**src/rtl/assert_macros.svh**
```systemverilog
// ---------------------------------------------------------------------------
// assertion macros
// shared concurrent check wrappers, compiled out when ASSERT_OFF is set
// ---------------------------------------------------------------------------
`ifndef ASSERT_MACROS_SVH
`define ASSERT_MACROS_SVH

`ifndef ASSERT_OFF
// check sampled on the rising edge, masked while reset is asserted
`define SRC_ASSERT(label, clk, rst_n, prop) \
    label: assert property (@(posedge clk) disable iff (!rst_n) prop) \
        else $error("%m: check failed");
// check sampled on the rising edge, also live during reset
`define SRC_ASSERT_NR(label, clk, prop) \
    label: assert property (@(posedge clk) prop) else $error("%m: check failed");
`else
`define SRC_ASSERT(label, clk, rst_n, prop)
`define SRC_ASSERT_NR(label, clk, prop)
`endif

`endif

```
**src/rtl/srcnt_pkg.sv**
```systemverilog
// ---------------------------------------------------------------------------
// srcnt_pkg
// fixed field widths, number formats and the result record of the
// systematic resampling copy counter
// ---------------------------------------------------------------------------
package srcnt_pkg;

    // number formats
    localparam int WEIGHT_FRAC_BITS = 16;
    localparam int OFFSET_BITS      = 16;
    localparam int WEIGHT_W         = WEIGHT_FRAC_BITS + 1;
    localparam int SUM_W            = WEIGHT_FRAC_BITS + 2;
    localparam logic [SUM_W-1:0] SUM_MAX = '1;

    // result field widths
    localparam int INDEX_W  = 10;
    localparam int COPIES_W = 11;

    // stream data widths
    localparam int S_TDATA_W = 40;
    localparam int M_TDATA_W = 32;

    // one result as it leaves the back end
    typedef struct packed {
        logic                too_many;
        logic                set_done;
        logic [COPIES_W-1:0] leftover;
        logic [COPIES_W-1:0] copies;
        logic [INDEX_W-1:0]  index;
    } t_result;

endpackage

```
**src/rtl/srcnt_fifo.sv**
```systemverilog
// ---------------------------------------------------------------------------
// srcnt_fifo
// small register queue between the front and back ends
// ---------------------------------------------------------------------------
module srcnt_fifo #(
    parameter int WIDTH = 8,
    parameter int DEPTH = 4
) (
    input  logic             i_clk,
    input  logic             i_rst_n,
    input  logic             i_push,
    input  logic [WIDTH-1:0] i_data,
    output logic             o_full,
    input  logic             i_pop,
    output logic             o_valid,
    output logic [WIDTH-1:0] o_data
);

    localparam int PTR_W = (DEPTH > 1) ? $clog2(DEPTH) : 1;
    localparam int CNT_W = $clog2(DEPTH + 1);

    logic [WIDTH-1:0] r_mem [DEPTH];
    logic [PTR_W-1:0] r_wr_ptr, n_wr_ptr;
    logic [PTR_W-1:0] r_rd_ptr, n_rd_ptr;
    logic [CNT_W-1:0] r_count, n_count;
    logic             s_push, s_pop;

    assign o_full  = (r_count == CNT_W'(DEPTH));
    assign o_valid = (r_count != '0);
    assign o_data  = r_mem[r_rd_ptr];
    assign s_push  = i_push && !o_full;
    assign s_pop   = i_pop && o_valid;

    // pointer and fill count update
    always_comb begin
        n_wr_ptr = r_wr_ptr;
        n_rd_ptr = r_rd_ptr;
        n_count  = r_count;
        if (s_push) begin
            n_wr_ptr = (r_wr_ptr == PTR_W'(DEPTH - 1)) ? '0 : r_wr_ptr + 1'b1;
        end
        if (s_pop) begin
            n_rd_ptr = (r_rd_ptr == PTR_W'(DEPTH - 1)) ? '0 : r_rd_ptr + 1'b1;
        end
        if (s_push && !s_pop) begin
            n_count = r_count + 1'b1;
        end else if (s_pop && !s_push) begin
            n_count = r_count - 1'b1;
        end
    end

    always_ff @(posedge i_clk) begin
        if (!i_rst_n) begin
            r_wr_ptr <= '0;
            r_rd_ptr <= '0;
            r_count  <= '0;
        end else begin
            r_wr_ptr <= n_wr_ptr;
            r_rd_ptr <= n_rd_ptr;
            r_count  <= n_count;
        end
    end

    // storage, no reset
    always_ff @(posedge i_clk) begin
        if (s_push) begin
            r_mem[r_wr_ptr] <= i_data;
        end
    end

endmodule

```
**src/rtl/srcnt_front.sv**
```systemverilog
// ---------------------------------------------------------------------------
// srcnt_front
// takes weights in, keeps the saturating running sum, the particle position
// and the start offset of the set
// ---------------------------------------------------------------------------
module srcnt_front
    import srcnt_pkg::*;
#(
    parameter int PARTICLES = 1024,
    parameter int POS_W     = 11
) (
    input  logic                   i_clk,
    input  logic                   i_rst_n,
    input  logic                   i_accept,
    input  logic [WEIGHT_W-1:0]    i_weight,
    input  logic [OFFSET_BITS-1:0] i_start_offset,
    input  logic                   i_last,
    output logic [SUM_W-1:0]       o_sum,
    output logic [OFFSET_BITS-1:0] o_offset,
    output logic [POS_W-1:0]       o_pos,
    output logic                   o_over,
    output logic                   o_last
);

    logic [SUM_W-1:0]       r_sum, n_sum;
    logic [POS_W-1:0]       r_pos, n_pos;
    logic [OFFSET_BITS-1:0] r_offset, n_offset;
    logic [SUM_W:0]         s_sum_wide;
    logic [SUM_W-1:0]       s_sum_sat;
    logic                   s_first;
    logic                   s_over;

    assign s_first = (r_pos == '0);
    assign s_over  = (r_pos == POS_W'(PARTICLES));

    // saturating running sum
    assign s_sum_wide = {1'b0, r_sum} + (SUM_W + 1)'(i_weight);
    assign s_sum_sat  = s_sum_wide[SUM_W] ? SUM_MAX : s_sum_wide[SUM_W-1:0];

    // offset latched from the first item of a set
    assign n_offset = s_first ? i_start_offset : r_offset;

    // set state advance, cleared on the last item
    always_comb begin
        n_sum = s_sum_sat;
        n_pos = s_over ? r_pos : r_pos + 1'b1;
        if (i_last) begin
            n_sum = '0;
            n_pos = '0;
        end
    end

    always_ff @(posedge i_clk) begin
        if (!i_rst_n) begin
            r_sum    <= '0;
            r_pos    <= '0;
            r_offset <= '0;
        end else if (i_accept) begin
            r_sum    <= n_sum;
            r_pos    <= n_pos;
            r_offset <= n_offset;
        end
    end

    // request handed to the queue
    assign o_sum    = s_sum_sat;
    assign o_offset = n_offset;
    assign o_pos    = r_pos;
    assign o_over   = s_over;
    assign o_last   = i_last;

endmodule

```
**src/rtl/srcnt_back.sv**
```systemverilog
// ---------------------------------------------------------------------------
// srcnt_back
// three stage back end: scale the running sum, count the thresholds below
// it, then hand out the new copies against the total given so far
// ---------------------------------------------------------------------------
module srcnt_back
    import srcnt_pkg::*;
#(
    parameter int PARTICLES = 1024,
    parameter int POS_W     = 11
) (
    input  logic                   i_clk,
    input  logic                   i_rst_n,
    input  logic                   i_valid,
    output logic                   o_ready,
    input  logic [SUM_W-1:0]       i_sum,
    input  logic [OFFSET_BITS-1:0] i_offset,
    input  logic [POS_W-1:0]       i_pos,
    input  logic                   i_over,
    input  logic                   i_last,
    output logic                   o_valid,
    input  logic                   i_ready,
    output t_result                o_result
);

    localparam int PROD_W = SUM_W + POS_W;
    localparam int SCL_W  = PROD_W + OFFSET_BITS;
    localparam int SHIFT  = OFFSET_BITS + WEIGHT_FRAC_BITS;
    localparam int QUOT_W = SCL_W - SHIFT;
    localparam int CNT_W  = QUOT_W + 1;

    // stage a: scaled sum
    logic                   r_a_valid;
    logic [PROD_W-1:0]      r_a_prod;
    logic [OFFSET_BITS-1:0] r_a_offset;
    logic [POS_W-1:0]       r_a_pos;
    logic                   r_a_over;
    logic                   r_a_last;
    // stage b: thresholds reached
    logic                   r_b_valid;
    logic [POS_W-1:0]       r_b_reached;
    logic [POS_W-1:0]       r_b_pos;
    logic                   r_b_over;
    logic                   r_b_last;
    // stage c: output register
    logic                   r_c_valid;
    t_result                r_c_result, n_c_result;
    logic [POS_W-1:0]       r_issued, n_issued;

    logic                   s_adv_a, s_adv_b, s_adv_c;
    logic [SCL_W-1:0]       s_scaled, s_base, s_diff;
    logic [QUOT_W-1:0]      s_quot;
    logic [CNT_W-1:0]       s_cnt;
    logic [POS_W-1:0]       s_reached;
    logic [POS_W-1:0]       s_copies;
    logic [POS_W-1:0]       s_leftover;

    // stall chain
    assign s_adv_c = !r_c_valid || i_ready;
    assign s_adv_b = !r_b_valid || s_adv_c;
    assign s_adv_a = !r_a_valid || s_adv_b;
    assign o_ready = s_adv_a;

    // threshold count: ceil((sum*P*2^off_bits - off*2^frac) / 2^shift)
    assign s_scaled = {r_a_prod, {OFFSET_BITS{1'b0}}};
    assign s_base   = SCL_W'({r_a_offset, {WEIGHT_FRAC_BITS{1'b0}}});
    assign s_diff   = s_scaled - s_base - SCL_W'(1);
    assign s_quot   = s_diff[SCL_W-1 -: QUOT_W];
    assign s_cnt    = {1'b0, s_quot} + CNT_W'(1);

    always_comb begin
        priority if (s_scaled <= s_base) begin
            s_reached = '0;
        end else if (s_cnt > CNT_W'(PARTICLES)) begin
            s_reached = POS_W'(PARTICLES);
        end else begin
            s_reached = s_cnt[POS_W-1:0];
        end
    end

    // copies granted against the running total
    always_comb begin
        s_copies = '0;
        n_issued = r_issued;
        if (r_b_reached > r_issued) begin
            s_copies = r_b_reached - r_issued;
            n_issued = r_b_reached;
        end
        s_leftover = r_b_last ? POS_W'(PARTICLES) - n_issued : '0;
        n_c_result.too_many = r_b_over;
        n_c_result.set_done = r_b_last;
        n_c_result.leftover = COPIES_W'(s_leftover);
        n_c_result.copies   = COPIES_W'(s_copies);
        n_c_result.index    = INDEX_W'(r_b_pos);
    end

    // valid flags and the issued total
    always_ff @(posedge i_clk) begin
        if (!i_rst_n) begin
            r_a_valid <= 1'b0;
            r_b_valid <= 1'b0;
            r_c_valid <= 1'b0;
            r_issued  <= '0;
        end else begin
            if (s_adv_a) begin
                r_a_valid <= i_valid;
            end
            if (s_adv_b) begin
                r_b_valid <= r_a_valid;
            end
            if (s_adv_c) begin
                r_c_valid <= r_b_valid;
                if (r_b_valid) begin
                    r_issued <= r_b_last ? '0 : n_issued;
                end
            end
        end
    end

    // payload stages
    always_ff @(posedge i_clk) begin
        if (s_adv_a) begin
            r_a_prod   <= PROD_W'(i_sum) * PROD_W'(PARTICLES);
            r_a_offset <= i_offset;
            r_a_pos    <= i_pos;
            r_a_over   <= i_over;
            r_a_last   <= i_last;
        end
        if (s_adv_b) begin
            r_b_reached <= s_reached;
            r_b_pos     <= r_a_pos;
            r_b_over    <= r_a_over;
            r_b_last    <= r_a_last;
        end
        if (s_adv_c) begin
            r_c_result <= n_c_result;
        end
    end

    assign o_valid  = r_c_valid;
    assign o_result = r_c_result;

endmodule

```
**src/rtl/systematic_resample_counts_top.sv**
```systemverilog
// ---------------------------------------------------------------------------
// systematic_resample_counts_top
// systematic resampling copy counter: per particle weight in, number of
// resampled slots it fills out, shortfall reported on the last particle
// ---------------------------------------------------------------------------
//  channel    dir  tdata (low bit up)                      tlast     tuser
//  s_axis     in   weight[16:0] start_offset[32:17] pad    last      -
//  m_axis     out  particle_index[9:0] copies[20:10]       set_done  too_many
//                  leftover_to_first[31:21]
//
//  one particle per cycle sustained while the queue is not full; the running
//  sum is a single saturating add in the front end, so the set order
//  dependency closes in the front end; the queue feeds scale, count, issue.
//  reset is synchronous, active low, and clears the set state and all queues.
//  the 4 entry queue lets the input keep going while the output is stalled.
// ---------------------------------------------------------------------------
`include "assert_macros.svh"

module systematic_resample_counts_top
    import srcnt_pkg::*;
#(
    parameter int PARTICLES = 1024
) (
    input  logic                 i_clk,
    input  logic                 i_rst_n,
    input  logic                 i_s_axis_tvalid,
    output logic                 o_s_axis_tready,
    // weight, start_offset, zero pad
    input  logic [S_TDATA_W-1:0] i_s_axis_tdata,
    input  logic                 i_s_axis_tlast,
    output logic                 o_m_axis_tvalid,
    input  logic                 i_m_axis_tready,
    // particle_index, copies, leftover_to_first
    output logic [M_TDATA_W-1:0] o_m_axis_tdata,
    output logic                 o_m_axis_tlast,
    // too_many
    output logic                 o_m_axis_tuser
);

    localparam int POS_W    = $clog2(PARTICLES + 1);
    localparam int ITEM_W   = 2 + POS_W + OFFSET_BITS + SUM_W;
    localparam int Q_DEPTH  = 4;

    logic                   s_accept;
    logic                   s_q_full;
    logic                   s_q_valid;
    logic                   s_q_pop;
    logic [ITEM_W-1:0]      s_q_wdata, s_q_rdata;
    logic [SUM_W-1:0]       s_f_sum, s_b_sum;
    logic [OFFSET_BITS-1:0] s_f_offset, s_b_offset;
    logic [POS_W-1:0]       s_f_pos, s_b_pos;
    logic                   s_f_over, s_b_over;
    logic                   s_f_last, s_b_last;
    logic                   s_b_ready;
    t_result                s_result;

    assign o_s_axis_tready = !s_q_full;
    assign s_accept        = i_s_axis_tvalid && !s_q_full;

    // front end
    srcnt_front #(
        .PARTICLES (PARTICLES),
        .POS_W     (POS_W)
    ) u_front (
        .i_clk          (i_clk),
        .i_rst_n        (i_rst_n),
        .i_accept       (s_accept),
        .i_weight       (i_s_axis_tdata[WEIGHT_W-1:0]),
        .i_start_offset (i_s_axis_tdata[WEIGHT_W +: OFFSET_BITS]),
        .i_last         (i_s_axis_tlast),
        .o_sum          (s_f_sum),
        .o_offset       (s_f_offset),
        .o_pos          (s_f_pos),
        .o_over         (s_f_over),
        .o_last         (s_f_last)
    );

    // queue between the two ends
    assign s_q_wdata = {s_f_last, s_f_over, s_f_pos, s_f_offset, s_f_sum};
    assign {s_b_last, s_b_over, s_b_pos, s_b_offset, s_b_sum} = s_q_rdata;
    assign s_q_pop   = s_b_ready;

    srcnt_fifo #(
        .WIDTH (ITEM_W),
        .DEPTH (Q_DEPTH)
    ) u_queue (
        .i_clk   (i_clk),
        .i_rst_n (i_rst_n),
        .i_push  (s_accept),
        .i_data  (s_q_wdata),
        .o_full  (s_q_full),
        .i_pop   (s_q_pop),
        .o_valid (s_q_valid),
        .o_data  (s_q_rdata)
    );

    // back end
    srcnt_back #(
        .PARTICLES (PARTICLES),
        .POS_W     (POS_W)
    ) u_back (
        .i_clk    (i_clk),
        .i_rst_n  (i_rst_n),
        .i_valid  (s_q_valid),
        .o_ready  (s_b_ready),
        .i_sum    (s_b_sum),
        .i_offset (s_b_offset),
        .i_pos    (s_b_pos),
        .i_over   (s_b_over),
        .i_last   (s_b_last),
        .o_valid  (o_m_axis_tvalid),
        .i_ready  (i_m_axis_tready),
        .o_result (s_result)
    );

    // output packing
    assign o_m_axis_tdata = {s_result.leftover, s_result.copies, s_result.index};
    assign o_m_axis_tlast = s_result.set_done;
    assign o_m_axis_tuser = s_result.too_many;

    // checks
    `SRC_ASSERT_NR(a_out_idle_after_reset, i_clk, !i_rst_n |=> !o_m_axis_tvalid)
    `SRC_ASSERT(a_no_push_when_full, i_clk, i_rst_n, s_q_full |-> !s_accept)
    `SRC_ASSERT(a_leftover_only_on_last, i_clk, i_rst_n, (o_m_axis_tvalid && !o_m_axis_tlast) |-> (s_result.leftover == '0))
    `SRC_ASSERT(a_overflow_index, i_clk, i_rst_n, (o_m_axis_tvalid && o_m_axis_tuser) |-> (s_result.index == INDEX_W'(PARTICLES)))

endmodule
```
**config.mk**
```make
export PLATFORM = sky130hd
export DESIGN_NAME = systematic_resample_counts_top
export DESIGN_NICKNAME = d
export VERILOG_FILES = /design/src/rtl/srcnt_pkg.sv /design/src/rtl/srcnt_fifo.sv /design/src/rtl/srcnt_front.sv /design/src/rtl/srcnt_back.sv /design/src/rtl/systematic_resample_counts_top.sv
export VERILOG_INCLUDE_DIRS = /design/src /design/src/rtl
export SDC_FILE = /design/constraint.sdc
export NUM_CORES = 1
export LEC_CHECK = 0
export BUFFER_PORTS_ARGS = -buffer_cell sky130_fd_sc_hd__buf_4
export CAP_MARGIN = 0
export CORE_MARGIN = 4
export CORE_UTILIZATION = 38
export CTS_CLUSTER_SIZE = 25
export DETAILED_ROUTE_END_ITERATION = 12
export GPL_TIMING_DRIVEN = 0
export PLACE_DENSITY = 0.57
export SYNTH_ARGS = -nofsm -noshare
export SYNTH_HDL_FRONTEND = slang
export SYNTH_SLANG_ARGS = --single-unit
```
**constraint.sdc**
```tcl
create_clock -name i_clk -period 3.65 [get_ports i_clk]
set_clock_uncertainty 0.1 [all_clocks]
set_input_delay 0.73 -clock i_clk [delete_from_list [all_inputs] [get_ports i_clk]]
set_output_delay 0.73 -clock i_clk [all_outputs]
set_load 0.01 [all_outputs]
```
==> flow_summary.toml <==
[critical_path]
cp-endpoint = "u_back.o_result[29]"
crit_chain = "ha_4 > nor2b_4 > o31a_1 > o31ai_4 > a31o_4 > buf_6 > nor3_2 > a21oi_4 > ha_4 > nand2_4 > or4_4 > a22oi_2 > xnor2_1 > nor2_1"
crit_top_cell = "ha_4"
cp-end-kind = "flip-flop"
cp_slowest_cell = "edfxtp_1"
crit_type = "flip-flop to flip-flop"
r2r_setup_slack_ps = 180
rr_worst_depth = 14
crit_start = "u_back.r_b_reached[1]"
required_ps = 3820
path_max_fanout = 4
cpPeakStageDelay_ps = 490
regToRegStartpoint = "u_back.r_b_reached[1]"
startpoint_type = "flip-flop"
worstReg2RegEnd = "u_back.o_result[29]"
critical_path_arrival_ps = 3640

[timing]
max_freq_mhz = 288
relSlewSlack = 0.221
finalCritPeriodShare = 0.951
worst_slack_ps = 177
maxSlewViolCount = 0
setup_tns_ps = 0
setup_viol = 0
finalHoldViolCount = 0
worstMarginPinSlew_ps = 1170
layout_min_cycle_time_ps = 3470
timing.hold.ws_ps = 316

[place]
port_buffers = 73
gp_congestion = 0.864
placedCellCount = 1639
pre_cts_ws_ps = -475
dp_hpwl_um = 21300
place_area_um2 = 16500

[clock_tree]
cts_buffers = 40
cts.sinks = 353
clock_latency_ps = 540
ctsRootBufferMaster = "clkbuf_16"
h-tree-depth = 2
cts_tree = "yes"
clkSlewWorstSetupHoldPaths_ps = 60
clock_path_buffers = 3

[flow_run]
maxCapViolCount = 0

[power]
switchingPower_mw = 4.49
switching_share = 0.304
p_int_mw = 10.3
comb_power_share = 0.318
p_total_mw = 14.8
clkPwrFrac = 0.282
ir_worst_vdd_uv = 354
p_leak_nw = 6.53
powerDensity_nw_per_um2 = 809
pwr-share-seq = 0.400

[cells_and_area]
utilization = 0.467
syn_to_final_growth_pct = 20.2
drive_gt1_frac = 0.237
antenna_cells = 0
fin_cells = 1731
final_area_um2 = 18300
num-nets-final = 1274
ff_latch_area_um2 = 9940
multi_input_area_um2 = 5180
fill_cells = 3456

[grt]
grt_pass1_vias = 9030
met3_usage = 0.0274
grt_remaining_overflow = 0
grt_most_used_layer = "met2"
grtUsageMet1 = 0.199
antenna_found_initial = 0
grt_use_total = 0.145
grt_max_degree = 37
grt_pass1_wl_um = 50400
grt_use_met2 = 0.238

[detailed_routing]
avgRoutedWirePerCell_um = 18.2
first_iter_violations = 433
num_vias = 8840
first_pass_iters = 4
wirelength_um = 31400
drc = 0
drtAntennaViolNets = 0
routed_via_density = 5.11

[synth]
async_flop_share = 0
yosysSeqAreaShare = 0.655
postSynthAreaPerCell_um2 = 14.6
synth_largest_area_cell = "edfxtp_1"
synth_cell_types = 70
synth-edff-count = 287
synthFlopType = "edfxtp_1"
synthTopCellsByArea = "edfxtp_1, dfxtp_1, mux4_2, ha_1, nor2_1"
synth_nets = 1136
netlist_instances = 1043
synth_area_um2 = 15200
ys_ff_latch = 353
synth_top_area_share = 0.568
synth_warnings = 0

[floorplanning]
die_w_um = 208
die_area_um2 = 43200
initial_core_util = 0.388
std_cell_rows = 72
die_y_um = 208
coreArea_um2 = 39100
pin_count = 81

[status]
status = "finished, final reports clean"

[min_path]
hp-class = "flip-flop to flip-flop"
-- registers in the layout, summed over array words and instances (netlist names), 2 cells and up --
register,cells
u_back.r_b_pos,10
u_queue.r_rd_ptr,2
u_back.r_a_prod,18
u_back.r_b_reached,11
u_queue.r_mem,184
u_back.o_result,34
u_queue.r_count,3
u_front.r_offset,16
u_front.o_pos,11
u_back.r_a_pos,10
u_front.r_sum,18
u_back.r_issued,11
u_queue.r_wr_ptr,2
u_back.r_a_offset,16
-- routing by layer --
layer	part of all wire	routed length, um	up-vias
met3	0.038	1180	48
met1	0.46	14500	4355
met4	0.023	719	0
li1	-	-	4270
met5	0	0	-
met2	0.48	15100	167
-- kinds of logic (layout without fill, tap and decap cells) --
group / count (synthesis) / in the layout / share of synthesized area
mux: 69 / 69 / 0.0848
buf+inv: 73 / 243 / 0.0191
compound gates: 162 / 162 / 0.0754
fa+ha+maj: 48 / 48 / 0.0410
xor+xnor: 43 / 43 / 0.0248
flops: 353 / 353 / 0.655
simple gates: 295 / 295 / 0.100
-- placed cells by master, fill, tap and decap left out, drive strengths merged, types with 9 or more instances in the layout --
master / instances
a21oi: 37
a22o: 18
a22oi: 10
and2: 9
and3: 14
buf: 112
clkbuf: 69
clkinv: 10
dfxtp: 66
edfxtp: 287
ha: 45
inv: 45
mux2: 17
mux4: 46
nand2: 51
nand2b: 15
nand3: 14
nand4: 11
nor2: 79
nor2b: 26
nor3: 26
nor3b: 19
o21ai: 34
or3: 11
xnor2: 28
xor2: 15
-- power groups by stage --
stage / Clock (mW) / Combinational (mW) / Sequential, mW
final: 4.16 / 4.70 / 5.91
after global routing: 4.44 / 5.19 / 6.01
after CTS: 4.27 / 4.48 / 5.91
after detailed placement: 0 / 4.20 / 5.99
after global placement: 0 / 4.14 / 5.98
after floorplan: 0 / 2.91 / 5.94
-- repair_timing --
item                                    CTS  global route
setup buffers                             7            11
endpoints found under the setup margin    6            15
hold buffers                              0             0
gates cloned                              0             0
resized for setup                        25            26
pin swaps                                10            11
-- layout make-up --
type	count	share of cell area
plain buffers	31	0.00788
clock buffers	54	0.0605
clock inverters	20	0.0158
inverters	42	0.00864
multi-input cells	617	0.284
flip-flops and latches	353	0.545
well taps	518	0.0355
repair buffers	96	0.0429
-- worst max-delay path: cells and delay by family, from the launching register on --
kind            cells  cell delay, ps
flops               1             490
xor+xnor            1             130
compound gates      5            1210
buf+inv             1             110
simple gates        5             710
fa+ha+maj           2             450
-- synthesized netlist by cell type, types with 3 or more instances --
library cell	number
nand2b_1	15
buf_2	6
a22o_1	18
xor2_1	15
and2_1	9
a22oi_1	10
or3_1	11
nor4_1	6
buf_1	8
and3_1	14
nor2b_1	26
inv_1	42
o21bai_1	4
mux2_2	17
nor2_1	78
nand4_1	11
nor3_1	26
or2_2	4
a21oi_1	37
nand3_1	14
o21ai_0	32
clkbuf_1	14
mux2i_1	6
a21o_1	7
a31oi_1	4
xnor2_1	28
nor3b_1	19
nand2_1	51
o21a_1	7
mux4_2	46
edfxtp_1	287
ha_1	45
a211oi_1	6
dfxtp_1	66
a21boi_0	7
fa_1	3
-- worst min-delay path by stage --
stage	start	end	slack [ps]	cells after the start
after floorplan	u_back.r_b_pos[0]	u_back.o_result[0]	300	0
after global placement	u_back.r_a_over	u_back.r_b_over	300	0
after detailed placement	u_back.r_b_pos[4]	u_back.o_result[4]	300	0
after CTS	i_s_axis_tlast	u_queue.r_mem[0][46]	310	1
after global routing	i_s_axis_tlast	u_queue.r_mem[0][46]	320	1
final	u_back.r_a_pos[0]	u_back.r_b_pos[0]	320	0
(Power assumes the default switching activity.)
